--- src/rtl/bamd_pkg.sv ---
// ----------------------------------------------------------------------------
// bamd_pkg
// Shared widths, defaults and types of the block-average motion detector.
// ----------------------------------------------------------------------------
package bamd_pkg;

  // acceleration sample width per axis (signed milli-g)
  localparam int ACCEL_W       = 16;
  // motion level and threshold width
  localparam int MOTION_W      = 18;
  // number of axes per sample
  localparam int AXES          = 3;
  // default number of samples per block
  localparam int BLOCK_LEN_DEF = 4;

  // result of one processed sample, handed from the motion stage to the top
  typedef struct packed {
    logic                done;
    logic                act;
    logic [MOTION_W-1:0] level;
  } motion_res_t;

endpackage

--- src/rtl/block_average_motion_detector_unit.sv ---
// ----------------------------------------------------------------------------
// block_average_motion_detector_unit
// Per-axis block averaging of acceleration samples, motion level against the
// previous block's averages and activity flag against a threshold register.
// ----------------------------------------------------------------------------
// A request passes through the input register, the block-sum register and the
// result register in that order before its result is on the master side.
// Throughput: one sample per cycle; input register, block-sum register and
// result register each stall only when the stage behind them is full.
// Reset (rst, synchronous): pipeline empty, sums, count, reference averages,
// motion level and threshold cleared; the first sample after reset primes the
// reference.
module block_average_motion_detector_unit #(
  parameter int BLOCK_LEN = bamd_pkg::BLOCK_LEN_DEF
) (
  input  logic                          clk,
  input  logic                          rst,
  input  logic                          cfg_wen,
  input  logic [bamd_pkg::MOTION_W-1:0] cfg_wdata,   // activity threshold
  input  logic                          s_tvalid,
  output logic                          s_tready,
  input  logic [47:0]                   s_tdata,     // accel_x, accel_y, accel_z
  output logic                          m_tvalid,
  input  logic                          m_tready,
  output logic [23:0]                   m_tdata      // block_done, activity_detected,
                                                     // motion_level, zero fill
);

  localparam int ACCEL_W = bamd_pkg::ACCEL_W;
  localparam int AXES    = bamd_pkg::AXES;
  localparam int CNT_W   = $clog2(BLOCK_LEN);
  localparam int SUM_W   = ACCEL_W + CNT_W;

  logic [bamd_pkg::MOTION_W-1:0]            threshold;

  // input register
  logic                                     in_v;
  logic [AXES-1:0][ACCEL_W-1:0]             in_acc;

  // block accumulation state
  logic [AXES-1:0][SUM_W-1:0]               sum;
  logic [AXES-1:0][SUM_W-1:0]               sum_next;
  logic [CNT_W-1:0]                         sample_count;
  logic                                     blk_last;
  logic                                     primed;

  // block-sum register
  logic                                     blk_v;
  logic                                     blk_done;
  logic [AXES-1:0]                          blk_neg;
  logic [AXES-1:0][SUM_W-1:0]               blk_mag;

  // reference and motion state
  logic [AXES-1:0][ACCEL_W-1:0]             ref_avg;
  logic [AXES-1:0][ACCEL_W-1:0]             avg;
  logic [bamd_pkg::MOTION_W-1:0]            last_motion;
  bamd_pkg::motion_res_t                    res;

  // result register
  logic                                     out_v;
  bamd_pkg::motion_res_t                    out_res;

  logic                                     en_in;
  logic                                     en_blk;
  logic                                     en_out;

  // stage enables: a stage loads when it is empty or its content moves on
  assign en_out   = !out_v || m_tready;
  assign en_blk   = !blk_v || en_out;
  assign en_in    = !in_v || en_blk;
  assign s_tready = en_in;

  // threshold register
  always_ff @(posedge clk) begin
    if (rst) begin
      threshold <= '0;
    end else if (cfg_wen) begin
      threshold <= cfg_wdata;
    end
  end

  // input register
  always_ff @(posedge clk) begin
    if (rst) begin
      in_v <= 1'b0;
    end else if (en_in) begin
      in_v <= s_tvalid;
    end
  end

  always_ff @(posedge clk) begin
    if (en_in && s_tvalid) begin
      in_acc[0] <= s_tdata[15:0];
      in_acc[1] <= s_tdata[31:16];
      in_acc[2] <= s_tdata[47:32];
    end
  end

  // running sums including the sample in the input register
  always_comb begin
    for (int a = 0; a < AXES; a++) begin
      sum_next[a] = sum[a] + SUM_W'($signed(in_acc[a]));
    end
  end

  assign blk_last = (sample_count == CNT_W'(BLOCK_LEN - 1));

  // block accumulation and priming
  always_ff @(posedge clk) begin
    if (rst) begin
      sum          <= '0;
      sample_count <= '0;
      primed       <= 1'b0;
    end else if (in_v && en_blk) begin
      primed <= 1'b1;
      if (blk_last) begin
        sum          <= '0;
        sample_count <= '0;
      end else begin
        sum          <= sum_next;
        sample_count <= sample_count + CNT_W'(1);
      end
    end
  end

  // block-sum register: sign and magnitude of the running sums
  always_ff @(posedge clk) begin
    if (rst) begin
      blk_v <= 1'b0;
    end else if (en_blk) begin
      blk_v <= in_v;
    end
  end

  always_ff @(posedge clk) begin
    if (en_blk && in_v) begin
      blk_done <= blk_last;
      for (int a = 0; a < AXES; a++) begin
        blk_neg[a] <= sum_next[a][SUM_W-1];
        blk_mag[a] <= sum_next[a][SUM_W-1] ? (SUM_W'(0) - sum_next[a]) : sum_next[a];
      end
    end
  end

  // average, change and compare
  bamd_motion #(
    .BLOCK_LEN (BLOCK_LEN)
  ) u_motion (
    .done        (blk_done),
    .sum_neg     (blk_neg),
    .sum_mag     (blk_mag),
    .ref_avg     (ref_avg),
    .threshold   (threshold),
    .last_motion (last_motion),
    .avg         (avg),
    .res         (res)
  );

  // reference averages: loaded at a block end, primed by the first sample
  always_ff @(posedge clk) begin
    if (rst) begin
      ref_avg     <= '0;
      last_motion <= '0;
    end else if (blk_v && en_out && blk_done) begin
      ref_avg     <= avg;
      last_motion <= res.level;
    end else if (in_v && en_blk && !primed) begin
      ref_avg     <= in_acc;
    end
  end

  // result register
  always_ff @(posedge clk) begin
    if (rst) begin
      out_v <= 1'b0;
    end else if (en_out) begin
      out_v <= blk_v;
    end
  end

  always_ff @(posedge clk) begin
    if (en_out && blk_v) begin
      out_res <= res;
    end
  end

  assign m_tvalid = out_v;
  assign m_tdata  = {4'b0000, out_res.level, out_res.act, out_res.done};

  // activity is only ever reported on a block end
  a_act_needs_done : assert property (@(posedge clk) disable iff (rst)
    out_v |-> (out_res.done || !out_res.act))
    else $error("activity flagged without a completed block");

  // sample counter stays inside the block
  a_count_range : assert property (@(posedge clk) disable iff (rst)
    32'(sample_count) < BLOCK_LEN)
    else $error("sample counter beyond block length");

  // once primed, the reference is never unprimed until reset
  a_primed_holds : assert property (@(posedge clk) disable iff (rst)
    primed |=> primed)
    else $error("primed flag dropped");

  // a block end never coincides with priming of the reference
  a_no_prime_at_end : assert property (@(posedge clk) disable iff (rst)
    (blk_v && blk_done) |-> primed)
    else $error("block end before reference was primed");

endmodule

--- src/rtl/bamd_motion.sv ---
// ----------------------------------------------------------------------------
// bamd_motion
// Block average by reciprocal multiply, absolute change against the reference
// averages and threshold compare. Purely combinational; sits between the
// block-sum register and the result register of the top level.
// ----------------------------------------------------------------------------
module bamd_motion #(
  parameter int BLOCK_LEN = bamd_pkg::BLOCK_LEN_DEF
) (
  input  logic                                              done,
  input  logic [bamd_pkg::AXES-1:0]                         sum_neg,
  input  logic [bamd_pkg::AXES-1:0][bamd_pkg::ACCEL_W+$clog2(BLOCK_LEN)-1:0] sum_mag,
  input  logic [bamd_pkg::AXES-1:0][bamd_pkg::ACCEL_W-1:0]  ref_avg,
  input  logic [bamd_pkg::MOTION_W-1:0]                     threshold,
  input  logic [bamd_pkg::MOTION_W-1:0]                     last_motion,
  output logic [bamd_pkg::AXES-1:0][bamd_pkg::ACCEL_W-1:0]  avg,
  output bamd_pkg::motion_res_t                             res
);

  localparam int SUM_W    = bamd_pkg::ACCEL_W + $clog2(BLOCK_LEN);
  // shift chosen so that floor(n * RECIP >> RECIP_SH) == floor(n / BLOCK_LEN)
  // holds for every magnitude below 2**SUM_W
  localparam int RECIP_SH = SUM_W + $clog2(BLOCK_LEN);
  localparam int PROD_W   = SUM_W + RECIP_SH;
  localparam logic [RECIP_SH-1:0] RECIP =
    RECIP_SH'(((64'd1 << RECIP_SH) + 64'(BLOCK_LEN) - 64'd1) / 64'(BLOCK_LEN));
  localparam int Q_W      = bamd_pkg::ACCEL_W + 1;

  logic [bamd_pkg::AXES-1:0][PROD_W-1:0]            prod;
  logic [bamd_pkg::AXES-1:0][Q_W-1:0]               quot;
  logic [bamd_pkg::AXES-1:0][Q_W-1:0]               avg_wide;
  logic [bamd_pkg::AXES-1:0][Q_W-1:0]               diff;
  logic [bamd_pkg::AXES-1:0][Q_W-1:0]               diff_abs;
  logic [bamd_pkg::MOTION_W-1:0]                    level;

  // per-axis average (truncated toward zero) and absolute change
  always_comb begin
    for (int a = 0; a < bamd_pkg::AXES; a++) begin
      prod[a]     = PROD_W'(sum_mag[a]) * PROD_W'(RECIP);
      quot[a]     = prod[a][RECIP_SH +: Q_W];
      avg_wide[a] = sum_neg[a] ? (Q_W'(0) - quot[a]) : quot[a];
      avg[a]      = avg_wide[a][bamd_pkg::ACCEL_W-1:0];
      diff[a]     = {ref_avg[a][bamd_pkg::ACCEL_W-1], ref_avg[a]}
                  - {avg[a][bamd_pkg::ACCEL_W-1], avg[a]};
      diff_abs[a] = diff[a][Q_W-1] ? (Q_W'(0) - diff[a]) : diff[a];
    end
  end

  // motion level over the three axes
  assign level = bamd_pkg::MOTION_W'(diff_abs[0][bamd_pkg::ACCEL_W-1:0])
               + bamd_pkg::MOTION_W'(diff_abs[1][bamd_pkg::ACCEL_W-1:0])
               + bamd_pkg::MOTION_W'(diff_abs[2][bamd_pkg::ACCEL_W-1:0]);

  // result of this sample; level holds the last value between blocks
  assign res.done  = done;
  assign res.act   = done && (level > threshold);
  assign res.level = done ? level : last_motion;

endmodule

--- config.mk ---
export PLATFORM = sky130hd
export DESIGN_NAME = block_average_motion_detector_unit
export DESIGN_NICKNAME = d
export VERILOG_FILES = /design/src/rtl/bamd_pkg.sv /design/src/rtl/block_average_motion_detector_unit.sv /design/src/rtl/bamd_motion.sv
export SDC_FILE = /design/constraint.sdc
export NUM_CORES = 1
export LEC_CHECK = 0
export BUFFER_PORTS_ARGS = -buffer_cell sky130_fd_sc_hd__buf_2
export CORE_ASPECT_RATIO = 1.2
export CORE_MARGIN = 2
export CORE_UTILIZATION = 39
export DETAILED_ROUTE_END_ITERATION = 12
export GPL_TIMING_DRIVEN = 0
export PLACE_DENSITY_LB_ADDON = 0.08
export SLEW_MARGIN = 25
export SYNTH_ARGS = -nofsm -noshare
export SYNTH_HDL_FRONTEND = slang
export SYNTH_HIERARCHICAL = 1
export SYNTH_SLANG_ARGS = --single-unit
--- constraint.sdc ---
create_clock -name clk -period 7.8 [get_ports clk]
set_input_delay 0.78 -clock clk [delete_from_list [all_inputs] [get_ports clk]]
set_output_delay 0.78 -clock clk [all_outputs]
set_load 0.01 [all_outputs]
==> results by group, run 1 <==
Floorplan
  – Die Ht: 247.9 µm
  – I/O Pins: 97
  – Placeable core region: 49110 µm²
  – Die area: 51390 µm²
  – Initial Util: 0.3938
  – Die Wd: 207.3 µm
  – Rows: 89

Global route
  – Largest net degree at the start of global routing: 56
  – Overflow after GRT: 0
  – Global-route wire length before repair: 87130 µm
  – Tot GR Track Use: 0.2114
  – Vias in the first global route: 15890
  – Antenna violations before repair: 1

Setup path
  – Worst EP arrival: 8.08 ns
  – Crit path kind: flop to flop
  – Crit start category: flop
  – Slowest CP cell: fa_2
  – Crit Path Max Fanout: 8
  – Req. time, crit path: 8.13 ns
  – CP delay by family, top: compound AO/OA/AOI/OAI gates
  – Most frequent cell on the critical path: a21o_1
  – Critical Path End Type: flop
  – Critical path buffer and inverter count: 4
  – CP peak stage delay: 0.50 ns

STA
  – Slew of the pin with the lowest slew margin: 1.059 ns
  – Worst Clk Skew: 0.01513 ns
  – Final Hold Fails: 0
  – Tmin final: 7.743 ns
  – Max Clk Rate: 0.1292 GHz
  – Slew Limit Fails: 0
  – Crit share post-route: 0.9927
  – Endpoints failing setup: 0
  – RSZ-0062 raised after global routing: yes
  – Rel. slew slack: 0.2943

Power and ir drop
  – Leak: 9.483 nW
  – Total power: 11.90 mW
  – Pwr dens: 512.6 nW/µm²
  – Max rail drop VDD: 0.4460 mV

Layout
  – Final #Nets: 2626
  – Final core occ: 0.4728
  – Area growth syn-to-layout: 20.06%
  – Share of cells above drive strength 1: 0.1912
  – Commonest non-fill, non-tap cells in the layout: 248 x nor2_1, 211 x nand2_1, 153 x inv_1
  – Commonest non-fill, non-tap cell in the layout: nor2_1
  – Ant. Diodes: 0
  – Finished Cell Area: 23220 µm²

Routing
  – Iteration count of the initial detailed-routing pass: 5
  – Initial DRC count: 832
  – DR vias: 16400
  – Vias per cell: 5.353
  – Residual DRC: 0
  – Wire per inst: 18.07 µm
  – Drt total wl: 55370 µm
  – DRT antenna net count: 0

Place
  – DP Wirelength: 42580 µm
  – RePlAce Congestion: 0.8470
  – DP Area: 20710 µm²
  – Port bufs: 90

Yosys
  – Synth Warn #: 6
  – Syn Area/Cell: 8.834 µm²
  – Synth Cell Area: 19340 µm²
  – Post-Syn Instances: 2189

CTS
  – Worst skew pair latency: 0.58 ns
  – Worst-path clk slew: 0.06 ns
  – Root buf cell: clkbuf_16
  – Number of buffers created by CTS: 31
  – H-tree levels: 1
  – Num Clock Sinks: 264
  – CTS tree: yes
  – # hold bufs at CTS: 0
  – Clock Tree Buf Depth: 3

Worst hold path
  – Class of the worst hold path: primary input to flop

Flow run
  – MaxCap Viol Count: 0

Status
  – Run status: finished clean
-- power breakdown --
group | switching (mW) | total (mW) | internal [mW]
registers | 0.130 | 1.90 | 1.77
logic | 4.52 | 8.50 | 3.98
clock network | 0.621 | 1.50 | 0.881
total | 5.27 | 11.9 | 6.63
-- worst paths after layout --
check                              start                          end  slack (ns)  cells past startpoint
max reg2reg        blk_mag[24]$_DFFE_PP_         m_tdata[1]$_DFFE_PP_        0.06                     40
min reg2reg  last_motion[2]$_SDFFE_PP0P_  last_motion[2]$_SDFFE_PP0P_        0.45                      2
min                          s_tdata[26]         in_acc[26]$_DFFE_PP_        0.37                      1
max                blk_mag[24]$_DFFE_PP_         m_tdata[1]$_DFFE_PP_        0.06                     40
-- timing repair --
action	in CTS	in global routing
pin swaps	56	76
resized for setup	79	93
setup endpoints to repair	10	5
buffers inserted	38	48
-- per-layer routing --
layer	GRT usage	vias up	routed length, µm
met5	0	-	0
met1	0.2768	7796	25110
met4	0.06954	0	1785
met3	0.01923	80	1972
met2	0.3677	314	26500
li1	-	8213	-
-- flip-flops by register name, summed over array words and instances (netlist names) --
register	flops
threshold	18
blk_neg	3
m_tvalid	1
blk_v	1
in_acc	48
in_v	1
blk_done	1
sum	54
m_tdata	20
sample_count	2
blk_mag	48
last_motion	18
ref_avg	48
primed	1
-- layout make-up --
cell class / count / area (µm²)
repair buffers: 179 / 1177
fillers: 4690 / 25890
clock buffers: 41 / 873.3
clock inverters: 16 / 162.7
flip-flops and latches: 264 / 6486
well taps: 637 / 797.0
inverters: 164 / 618.1
plain buffers: 89 / 421.7
multi-input cells: 1674 / 12680
-- metrics by stage --
stage | hold slack (ns) | setup slack [ns] | TNS (ns) | cells
final | 0.3724 | 0.05721 | 0 | 3064
after global routing | 0.3473 | -0.2971 | -0.2971 | 3064
after CTS | 0.3440 | -0.1077 | -0.1077 | 3016
after detailed placement | 0.4441 | -1.334 | -3.904 | 2922
after global placement | 0.4393 | -1.286 | -3.631 | 2919
after floorplan | 0.4318 | 0.007141 | 0 | 2192
Power figures use the tool's default switching activity.
==> run 2, diff against run 1 <==
--- a/config.mk
+++ b/config.mk
@@ -11,7 +11,8 @@
 export CORE_UTILIZATION = 39
 export DETAILED_ROUTE_END_ITERATION = 12
 export GPL_TIMING_DRIVEN = 0
-export PLACE_DENSITY_LB_ADDON = 0.08
+export PLACE_DENSITY = 0.63
+export REMOVE_ABC_BUFFERS = 1
 export SLEW_MARGIN = 25
 export SYNTH_ARGS = -nofsm -noshare
 export SYNTH_HDL_FRONTEND = slang
==> results by group, run 2 (synthesized netlist as in run 1, its figures left out) <==
Setup path
  – Flop2flop setup slack: -0.16 ns (was 0.06 ns)
  – Crit path kind: flop to flop (unchanged)
  – CP peak stage delay: 0.45 ns (was 0.50 ns)
  – Worst EP arrival: 8.29 ns (was 8.08 ns)
  – Critical Path End Type: flop (unchanged)
  – Crit Path Max Fanout: 4 (was 8)
  – Crit start category: flop (unchanged)
  – Slowest CP cell: fa_1 (was fa_2)
  – Req. time, crit path: 8.12 ns (was 8.13 ns)
  – Most frequent cell on the critical path: o21ai_2 (was a21o_1)
  – Critical path buffer and inverter count: 3 (was 4)
  – CP delay by family, top: compound AO/OA/AOI/OAI gates (unchanged)

Power and ir drop
  – Max rail drop VDD: 0.5779 mV (was 0.4460 mV)
  – Pwr dens: 502.3 nW/µm² (was 512.6 nW/µm²)
  – Total power: 11.35 mW (was 11.90 mW)
  – Leak: 9.240 nW (was 9.483 nW)

Layout
  – Final #Nets: 2541 (was 2626)
  – Finished Cell Area: 22600 µm² (was 23220 µm²)
  – Biggest register: sum (unchanged)
  – Commonest non-fill, non-tap cells in the layout: 249 x nor2_1, 213 x nand2_1, 156 x inv_1 (was 248 x nor2_1, 211 x nand2_1, 153 x inv_1)
  – Multi-input logic area: 12420 µm² (was 12680 µm²)
  – Max FFs per register: 54 (unchanged)
  – Commonest non-fill, non-tap cell in the layout: nor2_1 (unchanged)
  – Ant. Diodes: 0 (unchanged)
  – Filler instances: 4607 (was 4690)
  – Share of cells above drive strength 1: 0.1730 (was 0.1912)
  – FF+latch area: 6486 µm² (unchanged)
  – Area growth syn-to-layout: 16.87% (was 20.06%)

Place
  – RePlAce Congestion: 0.8466 (was 0.8470)
  – Port bufs: 92 (was 90)
  – DP Wirelength: 33810 µm (was 42580 µm)
  – DP Area: 20510 µm² (was 20710 µm²)
  – Pre-CTS setup slack: -1.680 ns (was -1.334 ns)

Floorplan
  – Initial Util: 0.3938 (unchanged)
  – Die Wd: 207.3 µm (unchanged)
  – Die area: 51390 µm² (unchanged)
  – Die Ht: 247.9 µm (unchanged)
  – Placeable core region: 49110 µm² (unchanged)
  – I/O Pins: 97 (unchanged)
  – Rows: 89 (unchanged)

Status
  – Failing checks: setup timing
  – Run status: finished with violations (was finished clean)

Worst hold path
  – Class of the worst hold path: primary input to flop (unchanged)

CTS
  – Number of buffers created by CTS: 31 (unchanged)
  – Num Clock Sinks: 264 (unchanged)
  – Root buf cell: clkbuf_16 (unchanged)
  – H-tree levels: 1 (unchanged)
  – Worst skew pair latency: 0.58 ns (about the same)
  – Clock Tree Buf Depth: 3 (unchanged)
  – Worst-path clk slew: 0.06 ns (about the same)
  – CTS tree: yes (unchanged)

Routing
  – Vias per cell: 5.373 (was 5.353)
  – DRT antenna net count: 0 (unchanged)
  – Initial DRC count: 728 (was 832)
  – Wire per inst: 15.50 µm (was 18.07 µm)
  – Iteration count of the initial detailed-routing pass: 5 (unchanged)
  – Residual DRC: 0 (unchanged)
  – DR vias: 16000 (was 16400)
  – Drt total wl: 46160 µm (was 55370 µm)

STA
  – Crit share post-route: 1.021 (was 0.9927)
  – Tmin final: 7.965 ns (was 7.743 ns)
  – Final Hold Fails: 0 (unchanged)
  – Final TNS setup: -0.1647 ns (was 0 ns)
  – Slew Limit Fails: 0 (unchanged)
  – Rel. slew slack: 0.3194 (was 0.2943)
  – Worst Clk Skew: 0.01388 ns (was 0.01513 ns)
  – Worst Setup Slack, final: -0.1647 ns (was 0.05721 ns)
  – Hold slack: 0.3798 ns (was 0.3724 ns)
  – Max Clk Rate: 0.1256 GHz (was 0.1292 GHz)
  – RSZ-0062 raised after global routing: yes (unchanged)
  – Slew of the pin with the lowest slew margin: 1.021 ns (was 1.059 ns)
  – Endpoints failing setup: 1 (was 0)

Global route
  – Vias in the first global route: 15550 (was 15890)
  – Overflow after GRT: 0 (unchanged)
  – Largest net degree at the start of global routing: 108 (was 56)
  – Tot GR Track Use: 0.1757 (was 0.2114)
  – Antenna violations before repair: 0 (was 1)
  – Global-route wire length before repair: 76450 µm (was 87130 µm)

Flow run
  – MaxCap Viol Count: 0 (unchanged)
run 2: metal layers:
layer  up-vias  share of wire  wire length, µm  global-route usage
li1       8049              -                -                   -
met1      7602           0.46            21090              0.2225
met2       283           0.49            22480              0.3178
met3        67          0.033             1546             0.01759
met4         0          0.023             1039             0.04895
met5         -              0                0                   0
run 2: power breakdown:
part / switching, mW / internal [mW] / total [mW] / leakage [nW]
Combinational: 4.33 / 3.75 / 8.08 / 6.45
Clock: 0.579 / 0.801 / 1.38 / 0.465
Sequential: 0.124 / 1.77 / 1.89 / 2.33
Total: 5.03 / 6.32 / 11.4 / 9.24
run 2: path summary, 6_finish.rpt:
check             depth (start not counted)                     endpoint                   startpoint
hold reg to reg                           2  last_motion[5]$_SDFFE_PP0P_  last_motion[5]$_SDFFE_PP0P_
setup reg to reg                         36         m_tdata[1]$_DFFE_PP_        blk_mag[22]$_DFFE_PP_
hold / removal                            1         in_acc[37]$_DFFE_PP_                  s_tdata[37]
setup / recovery                         36         m_tdata[1]$_DFFE_PP_        blk_mag[22]$_DFFE_PP_
run 2: area by class of cell:
| class | count | area share |
|---|---|---|
| multi-input cells | 1675 | 0.5496 |
| flip-flops and latches | 264 | 0.2870 |
| repair buffers | 182 | 0.05880 |
| clock buffers | 47 | 0.03881 |
| well taps | 637 | 0.03527 |
| inverters | 164 | 0.02735 |
| clock inverters | 9 | 0.003156 |
run 2: timing repair:
action / CTS / global route
pin swaps: 42 / 42
hold endpoints to repair: 0 / 0
setup endpoints to repair: 15 / 8
gates cloned: 0 / 1
buffers inserted: 48 / 30
hold buffers: 0 / 0
resized for setup: 65 / 55
run 2: metrics by stage:
stage	std cells	utilization
floorplan	2102	-
global placement	2831	0.4111
detailed placement	2841	0.4176
CTS	2945	0.4495
global route	2978	0.4602
finish	2978	0.4602
